--- src/rtl/core/timed_event_queue_unit_macros.svh ---
// Assertion macros shared by the timed event queue RTL.
// Included by the files that carry concurrent checks; depends on nothing.
`ifndef TIMED_EVENT_QUEUE_UNIT_MACROS_SVH
`define TIMED_EVENT_QUEUE_UNIT_MACROS_SVH

// Condition that must hold at every clock edge out of reset.
`define TEQU_ASSERT_ALWAYS(label, clk, rst_n, cond, msg) \
    label: assert property (@(posedge clk) disable iff (!rst_n) (cond)) \
        else $error(msg);

// Consequent that must hold in the same cycle as the antecedent.
`define TEQU_ASSERT_IMPL(label, clk, rst_n, ante, cons, msg) \
    label: assert property (@(posedge clk) disable iff (!rst_n) (ante) |-> (cons)) \
        else $error(msg);

`endif

--- src/rtl/core/tequ_pkg.sv ---
// Types and constants of the timed event queue.
// No dependencies; used by the interfaces and every module of the block.
package tequ_pkg;

    localparam int KIND_W      = 2;
    localparam int KIND_N      = 4;
    localparam int DELAY_W     = 24;
    localparam int TIME_W      = 64;
    localparam int MAX_RESULTS = 4;
    localparam int NRES_W      = 2;
    localparam int DUE_CNT_W   = 3;

    typedef logic [TIME_W-1:0]  t_time;
    typedef logic [KIND_W-1:0]  t_kind;
    typedef logic [DELAY_W-1:0] t_delay;
    typedef logic [NRES_W-1:0]  t_nres;

    localparam t_time TIME_MAX  = '1;
    localparam t_nres NRES_LAST = NRES_W'(MAX_RESULTS - 1);

    typedef enum logic {
        CMD_SCHEDULE = 1'b0,
        CMD_CHECK    = 1'b1
    } t_cmd;

    typedef enum logic [1:0] {
        ST_FIRED  = 2'd0,
        ST_NONE   = 2'd1,
        ST_SCHED  = 2'd2,
        ST_REJECT = 2'd3
    } t_status;

    typedef enum logic [1:0] {
        S_IDLE,
        S_SCAN,
        S_EVAL,
        S_PUSH
    } t_state;

    typedef struct packed {
        t_status status;
        t_kind   fired_kind;
        t_time   due_time;
        logic    last;
    } t_result;

endpackage

--- src/rtl/core/tequ_if.sv ---
// Item channels of the timed event queue: command in, result out.
// Depends on tequ_pkg.
interface tequ_in_if;
    import tequ_pkg::*;

    logic   valid;
    logic   ready;
    t_cmd   cmd;
    t_kind  event_kind;
    t_delay delay;
    t_time  now_time;

    modport source (output valid, cmd, event_kind, delay, now_time, input ready);
    modport sink   (input valid, cmd, event_kind, delay, now_time, output ready);
endinterface

interface tequ_out_if;
    import tequ_pkg::*;

    logic    valid;
    logic    ready;
    t_status status;
    t_kind   fired_kind;
    t_time   due_time;
    logic    last;

    modport source (output valid, status, fired_kind, due_time, last, input ready);
    modport sink   (input valid, status, fired_kind, due_time, last, output ready);
endinterface

--- src/rtl/core/tequ_dl_mem.sv ---
// Deadline store: one 64-bit entry per event kind, one write and one read port.
// Read data is registered. Depends on tequ_pkg.
module tequ_dl_mem #(
    parameter int DEPTH = 4
) (
    input  logic                     i_clk,
    input  logic                     i_we,
    input  logic [$clog2(DEPTH)-1:0] i_waddr,
    input  tequ_pkg::t_time          i_wdata,
    input  logic                     i_re,
    input  logic [$clog2(DEPTH)-1:0] i_raddr,
    output tequ_pkg::t_time          o_rdata
);
    import tequ_pkg::*;

    t_time r_mem [DEPTH];
    t_time r_rdata;

    always_ff @(posedge i_clk) begin
        if (i_we) begin
            r_mem[i_waddr] <= i_wdata;
        end
    end

    always_ff @(posedge i_clk) begin
        if (i_re) begin
            r_rdata <= r_mem[i_raddr];
        end
    end

    assign o_rdata = r_rdata;
endmodule

--- src/rtl/core/tequ_obuf.sv ---
// Output register of the result channel: holds one result until it is taken.
// Depends on tequ_pkg and tequ_out_if.
module tequ_obuf (
    input  logic              i_clk,
    input  logic              i_rst_n,
    input  logic              i_push,
    input  tequ_pkg::t_result i_res,
    output logic              o_can_push,
    tequ_out_if.source        o_res
);
    import tequ_pkg::*;

    logic    r_valid;
    t_result r_res;

    assign o_can_push = !r_valid || o_res.ready;

    always_ff @(posedge i_clk) begin
        if (!i_rst_n) begin
            r_valid <= 1'b0;
        end else if (o_can_push) begin
            r_valid <= i_push;
        end
    end

    always_ff @(posedge i_clk) begin
        if (o_can_push && i_push) begin
            r_res <= i_res;
        end
    end

    assign o_res.valid      = r_valid;
    assign o_res.status     = r_res.status;
    assign o_res.fired_kind = r_res.fired_kind;
    assign o_res.due_time   = r_res.due_time;
    assign o_res.last       = r_res.last;
endmodule

--- src/rtl/core/tequ_ctrl.sv ---
// Sequencer of the timed event queue: schedules into the deadline store and
// scans it for due kinds. Depends on tequ_pkg, tequ_in_if and the macro header.
`include "timed_event_queue_unit_macros.svh"

module tequ_ctrl #(
    parameter int NUM_KINDS   = 4,
    parameter int MAX_ENTRIES = 8
) (
    input  logic                         i_clk,
    input  logic                         i_rst_n,
    tequ_in_if.sink                      i_evt,
    output logic                         o_mem_we,
    output logic [$clog2(NUM_KINDS)-1:0] o_mem_waddr,
    output tequ_pkg::t_time              o_mem_wdata,
    output logic                         o_mem_re,
    output logic [$clog2(NUM_KINDS)-1:0] o_mem_raddr,
    input  tequ_pkg::t_time              i_mem_rdata,
    output logic                         o_push,
    output tequ_pkg::t_result            o_res,
    input  logic                         i_can_push
);
    import tequ_pkg::*;

    localparam int KW = $clog2(NUM_KINDS);
    // Only kinds that the kind field can name are ever pending.
    localparam int SCAN_N = (NUM_KINDS < KIND_N) ? NUM_KINDS : KIND_N;
    localparam logic [KW-1:0] LAST_IDX = KW'(SCAN_N - 1);

    t_state                 r_state, n_state;
    logic [NUM_KINDS-1:0]   r_pending, n_pending;
    logic [3:0]             r_occ, n_occ;
    t_time                  r_now, n_now;
    logic [KW-1:0]          r_idx, n_idx;
    logic                   r_issue, n_issue;
    logic                   r_cmp_v, n_cmp_v;
    logic [KW-1:0]          r_cmp_idx, n_cmp_idx;
    logic                   r_best_v, n_best_v;
    logic [KW-1:0]          r_best_idx, n_best_idx;
    t_time                  r_best_dl, n_best_dl;
    logic [DUE_CNT_W-1:0]   r_due_cnt, n_due_cnt;
    t_nres                  r_nres, n_nres;
    t_result                r_res, n_res;

    logic                   accept;
    logic                   kind_ok;
    logic                   room;
    logic [TIME_W:0]        sum;
    t_time                  due;
    logic [KW-1:0]          kidx;
    logic                   hit;
    logic                   fire_last;

    assign i_evt.ready = (r_state == S_IDLE);
    assign accept  = i_evt.valid && i_evt.ready;
    assign kind_ok = 32'(i_evt.event_kind) < 32'(NUM_KINDS);
    assign room    = 32'(r_occ) < 32'(MAX_ENTRIES);
    assign sum     = {1'b0, i_evt.now_time} + (TIME_W + 1)'(i_evt.delay);
    // Saturate at the top of the time range.
    assign due     = sum[TIME_W] ? TIME_MAX : sum[TIME_W-1:0];
    assign kidx    = KW'(i_evt.event_kind);
    assign hit     = r_cmp_v && r_pending[r_cmp_idx] && (i_mem_rdata <= r_now);
    // Another due kind remains only if this pass saw more than one.
    assign fire_last = (r_due_cnt == DUE_CNT_W'(1)) || (r_nres == NRES_LAST);

    always_ff @(posedge i_clk) begin
        if (!i_rst_n) begin
            r_state <= S_IDLE;
        end else begin
            r_state <= n_state;
        end
    end

    always_ff @(posedge i_clk) begin
        if (!i_rst_n) begin
            r_pending <= '0;
            r_occ     <= '0;
            r_issue   <= 1'b0;
            r_cmp_v   <= 1'b0;
            r_nres    <= '0;
        end else begin
            r_pending <= n_pending;
            r_occ     <= n_occ;
            r_issue   <= n_issue;
            r_cmp_v   <= n_cmp_v;
            r_nres    <= n_nres;
        end
    end

    always_ff @(posedge i_clk) begin
        r_now      <= n_now;
        r_idx      <= n_idx;
        r_cmp_idx  <= n_cmp_idx;
        r_best_v   <= n_best_v;
        r_best_idx <= n_best_idx;
        r_best_dl  <= n_best_dl;
        r_due_cnt  <= n_due_cnt;
        r_res      <= n_res;
    end

    always_comb begin
        n_state     = r_state;
        n_pending   = r_pending;
        n_occ       = r_occ;
        n_now       = r_now;
        n_idx       = r_idx;
        n_issue     = r_issue;
        n_cmp_v     = 1'b0;
        n_cmp_idx   = r_cmp_idx;
        n_best_v    = r_best_v;
        n_best_idx  = r_best_idx;
        n_best_dl   = r_best_dl;
        n_due_cnt   = r_due_cnt;
        n_nres      = r_nres;
        n_res       = r_res;
        o_mem_we    = 1'b0;
        o_mem_waddr = kidx;
        o_mem_wdata = due;
        o_mem_re    = 1'b0;
        o_mem_raddr = r_idx;
        o_push      = 1'b0;

        case (r_state)
            S_IDLE: begin
                if (accept) begin
                    if (i_evt.cmd == CMD_SCHEDULE) begin
                        if (kind_ok && room) begin
                            o_mem_we        = 1'b1;
                            n_pending[kidx] = 1'b1;
                            if (!r_pending[kidx]) begin
                                n_occ = r_occ + 4'd1;
                            end
                            n_res = '{ST_SCHED, i_evt.event_kind, due, 1'b1};
                        end else begin
                            n_res = '{ST_REJECT, i_evt.event_kind, '0, 1'b1};
                        end
                        n_state = S_PUSH;
                    end else begin
                        n_now     = i_evt.now_time;
                        n_nres    = '0;
                        n_idx     = '0;
                        n_issue   = 1'b1;
                        n_best_v  = 1'b0;
                        n_due_cnt = '0;
                        n_state   = S_SCAN;
                    end
                end
            end

            S_SCAN: begin
                // Reads issue one kind a cycle; compare lags by the read latency.
                o_mem_re  = r_issue;
                n_cmp_v   = r_issue;
                n_cmp_idx = r_idx;
                if (r_issue) begin
                    if (r_idx == LAST_IDX) begin
                        n_issue = 1'b0;
                    end else begin
                        n_idx = r_idx + KW'(1);
                    end
                end
                if (hit) begin
                    n_due_cnt = r_due_cnt + DUE_CNT_W'(1);
                    // Strict compare keeps the lower kind on a tie.
                    if (!r_best_v || (i_mem_rdata < r_best_dl)) begin
                        n_best_v   = 1'b1;
                        n_best_idx = r_cmp_idx;
                        n_best_dl  = i_mem_rdata;
                    end
                end
                if (r_cmp_v && (r_cmp_idx == LAST_IDX)) begin
                    n_state = S_EVAL;
                end
            end

            S_EVAL: begin
                if (r_best_v) begin
                    n_res = '{ST_FIRED, KIND_W'(r_best_idx), r_best_dl, fire_last};
                    n_pending[r_best_idx] = 1'b0;
                    n_occ  = r_occ - 4'd1;
                    n_nres = r_nres + NRES_W'(1);
                end else begin
                    n_res = '{ST_NONE, '0, '0, 1'b1};
                end
                n_state = S_PUSH;
            end

            S_PUSH: begin
                o_push = 1'b1;
                if (i_can_push) begin
                    if (r_res.last) begin
                        n_state = S_IDLE;
                    end else begin
                        n_idx     = '0;
                        n_issue   = 1'b1;
                        n_best_v  = 1'b0;
                        n_due_cnt = '0;
                        n_state   = S_SCAN;
                    end
                end
            end

            default: begin
                n_state = S_IDLE;
            end
        endcase
    end

    assign o_res = r_res;

    `TEQU_ASSERT_ALWAYS(a_occ_matches_pending, i_clk, i_rst_n,
        32'(r_occ) == $countones(r_pending), "occupancy differs from pending count")
    `TEQU_ASSERT_IMPL(a_more_only_after_fire, i_clk, i_rst_n, o_push && !r_res.last,
        r_res.status == ST_FIRED, "non-final result is not a fired event")
    `TEQU_ASSERT_IMPL(a_best_is_pending, i_clk, i_rst_n, (r_state == S_EVAL) && r_best_v,
        r_pending[r_best_idx], "selected kind is not pending")
endmodule

--- src/rtl/core/timed_event_queue_unit.sv ---
// Timed event queue: holds one deadline per event kind in a small synchronous
// memory. A schedule item writes now_time + delay (saturating) for its kind, or
// is rejected for a bad kind or a full store, and presents its one result through
// the result register and the output register. A check item re-reads the store
// once per result, one kind a cycle through the memory's single read port; fired
// kinds come out earliest deadline first, lower kind on a tie, up to four per
// check, and a check with nothing due yields one "none" result. One item is in
// flight at a time; the next is taken once the last result of the current one
// sits in the output register.
module timed_event_queue_unit #(
    parameter int NUM_KINDS   = 4,
    parameter int MAX_ENTRIES = 8
) (
    input  logic        i_clk,
    input  logic        i_rst_n,
    tequ_in_if.sink     i_evt,
    tequ_out_if.source  o_res
);
    import tequ_pkg::*;

    localparam int KW = $clog2(NUM_KINDS);

    logic          mem_we;
    logic [KW-1:0] mem_waddr;
    t_time         mem_wdata;
    logic          mem_re;
    logic [KW-1:0] mem_raddr;
    t_time         mem_rdata;
    logic          push;
    t_result       res;
    logic          can_push;

    tequ_dl_mem #(
        .DEPTH (NUM_KINDS)
    ) u_mem (
        .i_clk   (i_clk),
        .i_we    (mem_we),
        .i_waddr (mem_waddr),
        .i_wdata (mem_wdata),
        .i_re    (mem_re),
        .i_raddr (mem_raddr),
        .o_rdata (mem_rdata)
    );

    tequ_ctrl #(
        .NUM_KINDS   (NUM_KINDS),
        .MAX_ENTRIES (MAX_ENTRIES)
    ) u_ctrl (
        .i_clk       (i_clk),
        .i_rst_n     (i_rst_n),
        .i_evt       (i_evt),
        .o_mem_we    (mem_we),
        .o_mem_waddr (mem_waddr),
        .o_mem_wdata (mem_wdata),
        .o_mem_re    (mem_re),
        .o_mem_raddr (mem_raddr),
        .i_mem_rdata (mem_rdata),
        .o_push      (push),
        .o_res       (res),
        .i_can_push  (can_push)
    );

    tequ_obuf u_obuf (
        .i_clk      (i_clk),
        .i_rst_n    (i_rst_n),
        .i_push     (push),
        .i_res      (res),
        .o_can_push (can_push),
        .o_res      (o_res)
    );
endmodule
--- src/flat_wrapper.sv ---
// flat-port wrapper written by rule: the top's interface ports become plain ports
module timed_event_queue_unit_flat import tequ_pkg::*;
#(
    parameter int NUM_KINDS   = 4,
    parameter int MAX_ENTRIES = 8
)
  (i_clk, i_rst_n, i_evt_valid, i_evt_cmd, i_evt_event_kind, i_evt_delay, i_evt_now_time, i_evt_ready, o_res_valid, o_res_status, o_res_fired_kind, o_res_due_time, o_res_last, o_res_ready);
  tequ_in_if i_evt_i ();
  tequ_out_if o_res_i ();
  input  logic i_clk;
  input  logic i_rst_n;
  input wire logic [$bits(i_evt_i.valid)-1:0] i_evt_valid;
  input wire logic [$bits(i_evt_i.cmd)-1:0] i_evt_cmd;
  input wire logic [$bits(i_evt_i.event_kind)-1:0] i_evt_event_kind;
  input wire logic [$bits(i_evt_i.delay)-1:0] i_evt_delay;
  input wire logic [$bits(i_evt_i.now_time)-1:0] i_evt_now_time;
  output wire logic [$bits(i_evt_i.ready)-1:0] i_evt_ready;
  output wire logic [$bits(o_res_i.valid)-1:0] o_res_valid;
  output wire logic [$bits(o_res_i.status)-1:0] o_res_status;
  output wire logic [$bits(o_res_i.fired_kind)-1:0] o_res_fired_kind;
  output wire logic [$bits(o_res_i.due_time)-1:0] o_res_due_time;
  output wire logic [$bits(o_res_i.last)-1:0] o_res_last;
  input wire logic [$bits(o_res_i.ready)-1:0] o_res_ready;
  assign i_evt_i.valid = i_evt_valid;
  assign i_evt_i.cmd = i_evt_cmd;
  assign i_evt_i.event_kind = i_evt_event_kind;
  assign i_evt_i.delay = i_evt_delay;
  assign i_evt_i.now_time = i_evt_now_time;
  assign i_evt_ready = i_evt_i.ready;
  assign o_res_valid = o_res_i.valid;
  assign o_res_status = o_res_i.status;
  assign o_res_fired_kind = o_res_i.fired_kind;
  assign o_res_due_time = o_res_i.due_time;
  assign o_res_last = o_res_i.last;
  assign o_res_i.ready = o_res_ready;
  timed_event_queue_unit #(.NUM_KINDS(NUM_KINDS), .MAX_ENTRIES(MAX_ENTRIES)) u_core (.i_clk(i_clk), .i_rst_n(i_rst_n), .i_evt(i_evt_i), .o_res(o_res_i));
endmodule
--- config.mk ---
export PLATFORM = sky130hd
export DESIGN_NAME = timed_event_queue_unit_flat
export DESIGN_NICKNAME = d
export VERILOG_FILES = /design/src/rtl/core/tequ_pkg.sv /design/src/rtl/core/tequ_if.sv /design/src/rtl/core/tequ_dl_mem.sv /design/src/rtl/core/tequ_obuf.sv /design/src/rtl/core/tequ_ctrl.sv /design/src/rtl/core/timed_event_queue_unit.sv /design/src/flat_wrapper.sv
export VERILOG_INCLUDE_DIRS = /design/src /design/src/rtl/core
export SDC_FILE = /design/constraint.sdc
export NUM_CORES = 1
export LEC_CHECK = 0
export ABC_AREA = 1
export BUFFER_PORTS_ARGS = -buffer_cell sky130_fd_sc_hd__buf_2
export CAP_MARGIN = 20
export CORE_ASPECT_RATIO = 0.7
export CORE_MARGIN = 4
export CORE_UTILIZATION = 60
export DETAILED_ROUTE_END_ITERATION = 10
export HOLD_SLACK_MARGIN = 0.15
export PLACE_DENSITY_LB_ADDON = 0.1
export SETUP_SLACK_MARGIN = 0.15
export SLEW_MARGIN = 20
export SYNTH_ARGS = -nofsm -noshare
export SYNTH_HDL_FRONTEND = slang
export SYNTH_HIERARCHICAL = 1
export SYNTH_SLANG_ARGS = --single-unit
--- constraint.sdc ---
create_clock -name i_clk -period 9.6 [get_ports i_clk]
set_clock_uncertainty 0.15 [all_clocks]
set_input_delay 1.92 -clock i_clk [delete_from_list [all_inputs] [get_ports i_clk]]
set_output_delay 1.92 -clock i_clk [all_outputs]
set_load 0.02 [all_outputs]
# Word-level counts from Yosys, hierarchy flattened
# Memory sizes are Yosys's and may differ from the RTL's. A register that Yosys moved wholly into a read port is not among the register bits.
# Index checks and enable logic that the tools add are counted.
[totals] latchBits=0 inputBits=95 out_inout_bits=71 memories=1 word_cells=154 mem_bits_ro=0 ff_bits=291 mem_bits_rw=256
[op_classes] multipliers=0 add_sub_neg=6 shift=0 eq_ne=20 n_div=0 bitwise=3 n_reduce_logical=26 n_lt_le_gt_ge=8 mux=68
[mem_list] memory="u_core.u_mem.r_mem" depth=4 word_bits=64 rd=1 rd_clocked_by_memory_dff=1 write_ports=1 line="tequ_dl_mem.sv:16" rtl="t_time r_mem [DEPTH];"
[ops] operator="$mux 69" count=2
[ops] operator="$pmux 69 s2" count=1
[ops] operator="$mux 68" count=2
[ops] operator="$add 64x24->65" count=1
[ops] operator="$le 64x64->1" count=1
[ops] operator="$lt 64x64->1" count=1
[ops] operator="$mux 64" count=1
[ops] operator="$mux 4" count=9
[ops] operator="$mux 1" count=25
[ops] operator="$mux 2" count=11
[ops] operator="$ne 2x2->1 const B" count=11
[ops] operator="$pmux 4 s2" count=2
[ops] operator="$mux 3" count=5
[ops] operator="$reduce_and 7->1" count=2
[ops] operator="$reduce_and 3->1" count=4
[ops] operator="$reduce_and 6->1" count=2
[ops] operator="$eq 2x2->1 const B" count=5
[ops] operator="$reduce_and 5->1" count=2
[ops] operator="$lt 2x3->1 const B" count=3
[ops] operator="$pmux 3 s3" count=1
[ops] operator="$pmux 2 s4" count=1
[ops] operator="$logic_and 1x1->1" count=7
[ops] operator="$pmux 1 s3" count=2
[ops] operator="$pmux 2 s3" count=1
[ops] operator="other kinds (21)" count=29

# Longest topological paths before layout
# Gate-level depths: netlist (run 1).
[logic_depth] ltp_word=9 ltp_mapped=20 ltp_nobuf=20

# Hierarchy
# The synthesis (run 1) kept the hierarchy.
[modules_own_cells] mod="tequ_ctrl" instances=1 area_each_um2=14719.1 cells_per_inst=1768 seq_area_each_um2=6496.2
[modules_own_cells] mod="tequ_dl_mem" instances=1 area_each_um2=12683.4 cells_per_inst=1074 seq_area_each_um2=9609.2
[modules_own_cells] mod="tequ_obuf" instances=1 area_each_um2=2123.3 cells_per_inst=76 seq_area_each_um2=2092.0

# Worst setup path before layout (run 1)
# No wires, ideal clock.
[synth_timing] path_kind="input port to flip-flop" startpoint="in i_evt_cmd" endpoint="mem u_core/u_mem/r_mem[0][0] (netlist bit), enable pin" t_arrival_ns=6.668 required_ns=8.885 path_slack_ns=2.217 setup_time_ns=0.565 path_stages=5 path_buffers=0 path_cell_list="nor2_1 -> inv_1 -> nor3_1 -> inv_1 -> nor3_1"
[synth_via] elab_chain_cells=5
[synth_rtl] element="from (decl)" line="flat_wrapper.sv:13" rtl="input wire logic [$bits(i_evt_i.cmd)-1:0] i_evt_cmd;"
[synth_rtl] element="$mux 1" line="tequ_ctrl.sv:125" rtl="if (i_evt.cmd == CMD_SCHEDULE) begin"
[synth_rtl] element="$mux 1" line="tequ_ctrl.sv:124" rtl="if (accept) begin"
[synth_rtl] element="$mux 1" line="tequ_ctrl.sv:122" rtl="case (r_state)"
[synth_rtl] element="named net u_core.mem_we" line="timed_event_queue_unit.sv:23" rtl="logic mem_we;"
[synth_rtl] element="$mux 1" line="tequ_dl_mem.sv:20" rtl="if (i_we) begin"
[synth_rtl] element="$mux 1 (not written as such)" line="tequ_dl_mem.sv:21" rtl="r_mem[i_waddr] <= i_wdata;"
[synth_rtl] element="to (decl)" line="tequ_dl_mem.sv:16"
# The timed path passes the listed nets, and every way through them passes these cells.

==> results.md, run 1 <==
* Hold Crit Class: reg2reg
* Global-route met1 utilization at between 40% and 50%
* Worst hold path endpoint: u_core/u_obuf/o_res.due_time[19]
* Top_reg_cell synth: edfxtp_1
* Clock Sinks at 611
* Die Ht at roughly 190 µm
* Die width at 273 µm
* Detail Route Antenna Nets at 0
* Pre-antenna DRT Iters at 5
* Share of the yosys chip area belonging to registers at roughly 62%
* Layout Cells excl Fill at 3810
* Setup crit start kind: primary input
* Worst r2r path cells at 10
* Grt peak-use layer: met2
* Rel. slew slack at 25.4%
* FF+latch area at ~18000 µm²
* Syn Inst Count at 2918
* Synth unique cells at 44
* Power share of the combinational group at between 20% and 30%
* FP Rows at 67
* CP required at 9.79 ns
* Routing usage on met2 at between 40% and 50%
* Global-route track usage on met3 at slightly above 6%
* Worst setup EP type: flop
* Syn. warnings at 6
* Mapped Nets at between 3000 and 4000
* Commonest non-fill, non-tap cell in the layout: nand2_1
* Area of the multi-input gates at between 8000 and 9000 µm²
* Post-Syn Area per Cell at 10.1 µm²
* Core Area at a little under 50000 µm²
* Power per cell area at ~240 nW/µm²
* Ys async rst share at 0%
* Fin crit share at 51.9%
* Reg-to-Reg Start: u_core/u_mem/o_rdata[45]
* CTS buffer count at between 50 and 60
* Global route total overflow at 0
* Power share of the clock group at 28.3%
* Placed cell count at roughly 3700
* Vias at around 22000
* Seq cells post-synth at between 600 and 700
* Layout area overhead at 11.5%
* Detail-routed via count per cell at around 5.7
* CTS tree: yes
* Largest net degree at the start of global routing at 74
* GRT Util Overall at a little under a third
* Hold_sp: u_core/u_ctrl/o_res[20]
* # setup viols final at 0
* RD Place Congestion at approximately 1.0
* Fin crit period at about 5.0 ns
* Die area at roughly 53000 µm²
* Clock Tree Buf Depth at 3
* CP Class: in2reg
* Hold path cells at 0
* Cell leakage power at roughly 0.015 µW
* # DRC at 0
* Share of layout cells above drive strength 1 at ~9.6%
* Reg-to-reg endpoint: u_core/u_ctrl/r_best_dl[20]
* First-pass GRT wire length at about 130000 µm
* Sw frac at between 30% and 40%
* Starting Density at slightly above 60%
* MaxCap Viol Count at 0
* CTS resizes at 0
* VDD IR-drop max at just under 200 µV
* Clock latency on the worst-skew pair at ~0.62 ns
* R2r setup slk at approximately 5.4 ns
* WL final at approximately 85000 µm
* Fin. max-slew vios at 0
* Fmax achieved at 201 MHz
* RSZ-0062 raised after global routing: false
* CTS root buffer: clkbuf_16
* Drt initial violations at 2925
* Clock slew at reported path FFs at ~0.07 ns
* CTS Hold Buffers Added at 0
* Fin Setup TNS at 0 ns
* Worst EP arrival at a little over 5 ns
* Post-layout nets at ~3400
* Final hold violation count at 0
* Post-Syn Area at just under 30000 µm²
* Sequential power share at roughly 47%
* Vias in the first global route at ~21000
* Pin slew with the least headroom to its limit at between 1 and 1.5 ns
* H-tree depth at 2
* Count of input and output buffers at between 150 and 200
* Pint at 5290 µW
* Hpwl dp at 58300 µm
* Initial antenna violation count at 8
* Most frequent cells in the layout: 762 x nand2_1, 596 x edfxtp_1, 544 x inv_1, 250 x nand3_1, 165 x buf_2
* EDFF count, synth at approximately 600
* DR WL/cell at between 20 and 25 µm
* # fillers at roughly 3600
* Post-CTS setup buffer count at 0
* Status: complete, no violations
* Switching power total at between 2000 and 3000 µW
* Ports at between 150 and 200
* Crit-path max FO at 35
[kinds of logic (layout without fill, tap and decap cells)]
family / after synthesis / after routing / share of synthesized area (%)
xor gates and xnor gates: 20 / 20 / 0.593
and+or+nand+nor: 1261 / 1261 / 18.2
DFF: 611 / 611 / 61.6
AOI/OAI and AO/OA: 250 / 250 / 4.53
other: 0 / 7 / 0
buffers and inverters: 613 / 843 / 8.12
adders and majority gates: 163 / 163 / 6.96
[through the flow]
stage	util [%]	hold slack [ns]	worst slack [ns]	cell area, µm²	power [µW]
6_report	68.2	0.268	4.62	32900	7860
5_1_grt	68.2	0.277	4.54	32900	8230
4_1_cts	68.1	0.269	4.75	32900	7850
3_5_place_dp	64.4	0.255	4.12	31100	5640
3_3_place_gp	64.4	0.251	4.24	31100	5570
2_1_floorplan	-	0.250	2.22	29500	4960
[sequential cells by signal, indices dropped and copies added (netlist names), 4 cells and up]
| name | flops |
|---|---|
| u_core/u_ctrl/o_res | 69 |
| u_core/u_ctrl/r_best_dl | 64 |
| u_core/u_ctrl/r_now | 64 |
| u_core/u_ctrl/r_occ | 4 |
| u_core/u_ctrl/r_pending | 4 |
| u_core/u_mem/o_rdata | 64 |
| u_core/u_mem/r_mem | 256 |
| u_core/u_obuf/o_res.due_time | 64 |
[synth_stat cells (all sizes together) (12+ instances only)]
cell type | instances | area (µm²)
nand2 | 766 | 2880
nand3b | 13 | 97.6
ha | 161 | 2010
edfxtp | 596 | 17900
o21ai | 106 | 531
nor4 | 12 | 75.1
a21oi | 109 | 549
nor3 | 34 | 175
nand4 | 31 | 209
nand3 | 259 | 1340
xor2 | 15 | 131
clkbuf | 14 | 52.6
dfxtp | 15 | 300
buf | 50 | 285
inv | 548 | 2060
nor2 | 136 | 513
[layout make-up]
class / instances / area share, %
inverters: 549 / 6.27
diodes: 7 / 0.0532
flip-flops and latches: 611 / 55.3
well taps: 655 / 2.49
clock buffers: 68 / 4.46
clock inverters: 36 / 1.01
repair buffers: 190 / 3.15
multi-input cells: 1694 / 27.3
[worst max-delay path, cell delays in order]
cell,delay [ns]
buf_2,0.14
ha_1,0.22
fa_1,0.40
nand3_1,0.13
nand2_1,0.13
nand2_1,0.09
nand3_1,0.18
nand2_1,0.14
nand2_2,0.11
nand2_1,0.11
nand2_2,0.09
nand4_4,0.32
buf_4,0.59
nand3_1,0.32
nand2_1,0.12
o21ai_0,0.10
[power groups by stage]
| stage | combinational (µW) | clock [µW] | sequential (µW) |
|---|---|---|---|
| finish | 1940 | 2220 | 3700 |
| global route | 2120 | 2380 | 3730 |
| CTS | 1900 | 2250 | 3710 |
| detailed placement | 1890 | 0 | 3760 |
| global placement | 1820 | 0 | 3750 |
| floorplan | 1200 | 0 | 3750 |
[how the worst max path moves through the flow]
| stage | cells past startpoint | slack [ns] | from | endpoint |
|---|---|---|---|---|
| finish | 16 | 4.62 | i_evt_now_time[0] | u_core/u_ctrl/o_res[28] |
| global route | 16 | 4.54 | i_evt_now_time[0] | u_core/u_ctrl/o_res[27] |
| CTS | 16 | 4.75 | i_evt_now_time[0] | u_core/u_ctrl/o_res[27] |
| detailed placement | 16 | 4.12 | i_evt_now_time[0] | u_core/u_ctrl/o_res[27] |
| global placement | 16 | 4.24 | i_evt_now_time[0] | u_core/u_ctrl/o_res[27] |
| floorplan | 5 | 2.22 | i_evt_cmd | u_core/u_mem/r_mem[0][0] |
[layer usage]
metal | up-vias | wire length [µm]
met2 | 1155 | 39000
met4 | 2 | 2340
met1 | 10400 | 35500
met3 | 163 | 8600
met5 | - | 13
li1 | 10000 | -
Note: power is estimated with default switching activity, not from simulation.
==> run 2: changes to the inputs <==
--- a/config.mk
+++ b/config.mk
@@ -11,7 +11,7 @@
 export CAP_MARGIN = 20
 export CORE_ASPECT_RATIO = 0.7
 export CORE_MARGIN = 4
-export CORE_UTILIZATION = 60
+export CORE_UTILIZATION = 56
 export DETAILED_ROUTE_END_ITERATION = 10
 export HOLD_SLACK_MARGIN = 0.15
 export PLACE_DENSITY_LB_ADDON = 0.1
==> constraint.sdc (replaced) <==
create_clock -name i_clk -period 4.55 [get_ports i_clk]
set_clock_uncertainty 0.15 [all_clocks]
set_input_delay 0.91 -clock i_clk [delete_from_list [all_inputs] [get_ports i_clk]]
set_output_delay 0.91 -clock i_clk [all_outputs]
set_load 0.02 [all_outputs]
==> results.md, run 2 (synthesis results as in run 1) <==
* CP Class: reg2reg
* Status: complete, no violations
* Sequential power share at 46.9% (-0.2 points)
* Clock slew at reported path FFs at 0.06 ns (about the same)
* # setup viols final at 0 (unchanged)
* DR WL/cell at 21.7 µm (-3.1%)
* Power share of the combinational group at 24.8% (+0.2 points)
* Hold slack at 0.270 ns (+0.00211 ns)
* GRT Util Overall at 29.4% (-2.4 points)
* Vias at 21400 (-1.6%)
* Pre-antenna DRT Iters at 5 (unchanged)
* Largest net degree at the start of global routing at 75 (+1.4%)
* VDD IR-drop max at 517 µV (+170%)
* MaxCap Viol Count at 0 (unchanged)
* Worst EP arrival at 3.90 ns (-1.27 ns)
* Fin. max-slew vios at 0 (unchanged)
* Critical Path Max Stage Delay at 0.71 ns (+0.12 ns)
* CTS Hold Buffers Added at 0 (unchanged)
* Top delay family on crit path: simple AND/OR/NAND/NOR gates
* Max reg flops at 256 (unchanged)
* Worst r2r path cells at 11 (+1)
* Worst hold path endpoint: u_core/u_obuf/o_res.due_time[0]
* Hpwl dp at 59500 µm (+2.0%)
* Core Area at 52200 µm² (+8.1%)
* Detail Route Antenna Nets at 0 (unchanged)
* Die Ht at 200 µm (+3.4%)
* Power per cell area at 500 nW/µm² (+110%)
* Count of input and output buffers at 165 (unchanged)
* H-tree depth at 2 (unchanged)
* RSZ-0062 raised after global routing: false
* Commonest non-fill, non-tap cell in the layout: nand2_1
* First-pass GRT wire length at 125000 µm (-1.7%)
* Layout area overhead at 12.7%
* Final hold violation count at 0 (unchanged)
* CTS root buffer: clkbuf_16
* Rel. slew slack at 34.1% (+8.7 points)
* CTS resizes at 0 (unchanged)
* Die area at 56500 µm² (+6.9%)
* Crit-path max FO at 29 (-17%)
* Clock Sinks at 611 (unchanged)
* # DRC at 0 (unchanged)
* CTS tree: yes
* Hold Crit Class: reg2reg
* Largest Register: u_core/u_mem/r_mem
* WL final at 83700 µm (-2.0%)
* Worst path depth at 11 (-5)
* Starting Density at 56.6% (-4.6 points)
* Sw frac at 32.6% (-0.13 points)
* Switching power total at 5430 µW (+110%)
* Reg-to-reg endpoint: u_core/u_ctrl/r_best_dl[39]
* Fin Setup TNS at 0 ns (unchanged)
* Clock Tree Buf Depth at 3 (unchanged)
* Drt initial violations at 2577 (-12%)
* Initial antenna violation count at 6 (-2)
* Hold_sp: u_core/u_ctrl/o_res[1]
* CP required at 4.71 ns (-5.08 ns)
* Global route total overflow at 0 (unchanged)
* Reg-to-Reg Start: u_core/u_mem/o_rdata[63]
* Post-layout nets at 3377 (+0.48%)
* Fin crit share at between 80% and 90%
* Power share of the clock group at 28.3% (about the same)
* FP Rows at 70 (+4.5%)
* CTS buffer count at 57 (unchanged)
* R2r setup slk at 0.81 ns (-4.61 ns)
* Crit-path most repeated cell: nand2_1
* Cell leakage power at 0.0148 µW (+0.97%)
* Crit path cell chain: ha_1, nand2_1, nor4_1, nand3_1, nor3_1, nand2_1, nand2_1, nand2_1, nand2_1, nor2_4, buf_4
* Detail-routed via count per cell at 5.57 (-2.7%)
* Fin crit period at about 3.7 ns
* Ports at 166 (unchanged)
* Die width at 282 µm (+3.4%)
* Pint at 11200 µW (+110%)
* Pin slew with the least headroom to its limit at 0.989 ns (-0.130 ns)
* Fmax achieved at between 200 and 300 MHz
* Worst setup EP type: flop
* Worst Path Buf+Inv at 1 (-1)
* Clock latency on the worst-skew pair at 0.61 ns (about the same)
* Hold path cells at 0 (unchanged)
* Most frequent cells in the layout: 762 x nand2_1, 596 x edfxtp_1, 544 x inv_1, 250 x nand3_1, 165 x buf_2
* Crit-path slowest cell: nor4_1
* Vias in the first global route at 20700 (-2.2%)
* Share of layout cells above drive strength 1 at 10.3% (+0.64 points)
* Post-CTS setup buffer count at 0 (unchanged)
* RD Place Congestion at 0.994 (-5.0%)
* Setup crit start kind: flop
==> run 2: power groups by stage <==
stage	registers, µW	logic [µW]	clock network [µW]
floorplan	7890	2550	0
global placement	7910	3950	0
detailed placement	7920	4060	0
CTS	7810	4090	4790
global route	7870	4570	5030
finish	7810	4140	4700
==> run 2: area by class of cell <==
class	instances	area [µm²]
antenna	4	10.0
sequential	611	18200
inverter	549	2060
multi-input combinational	1694	9020
fill	4182	18900
tap	684	856
clock inverter	30	256
clock buffer	75	1570
timing repair buffer	206	1300
==> run 2: per-stage QoR <==
| step | setup WS [ns] | cell area, µm² | utilization, % | std cells | power [µW] |
|---|---|---|---|---|---|
| finish | 0.809 | 33300 | 63.7 | 3853 | 16600 |
| global route | 0.649 | 33300 | 63.7 | 3853 | 17500 |
| CTS | 0.963 | 33300 | 63.7 | 3849 | 16700 |
| detailed placement | 0.577 | 31400 | 60.2 | 3744 | 12000 |
| global placement | 0.674 | 31400 | 60.2 | 3744 | 11900 |
| floorplan | 0.233 | 29600 | - | 2918 | 10400 |
==> run 2: worst max-delay path by stage <==
stage,endpoint,slack (ns),startpoint
detailed placement,u_core/u_ctrl/o_res[32],0.58,i_evt_delay[0]
global placement,u_core/u_ctrl/o_res[8],0.67,i_evt_delay[0]
CTS,u_core/u_ctrl/r_best_dl[41],0.96,u_core/u_mem/o_rdata[63]
global route,u_core/u_ctrl/r_best_dl[41],0.65,u_core/u_mem/o_rdata[63]
floorplan,u_core/u_ctrl/r_now[0],0.23,i_evt_cmd
finish,u_core/u_ctrl/r_best_dl[39],0.81,u_core/u_mem/o_rdata[63]
==> run 2: layer usage <==
metal  vias to the layer above  global-route usage (%)  routed length [µm]
li1                      10100                       -                   -
met2                      1004                    44.3               36400
met3                       127                    6.70                8590
met5                         -                       0                  21
met1                     10200                    43.5               36500
met4                         4                    8.22                2250
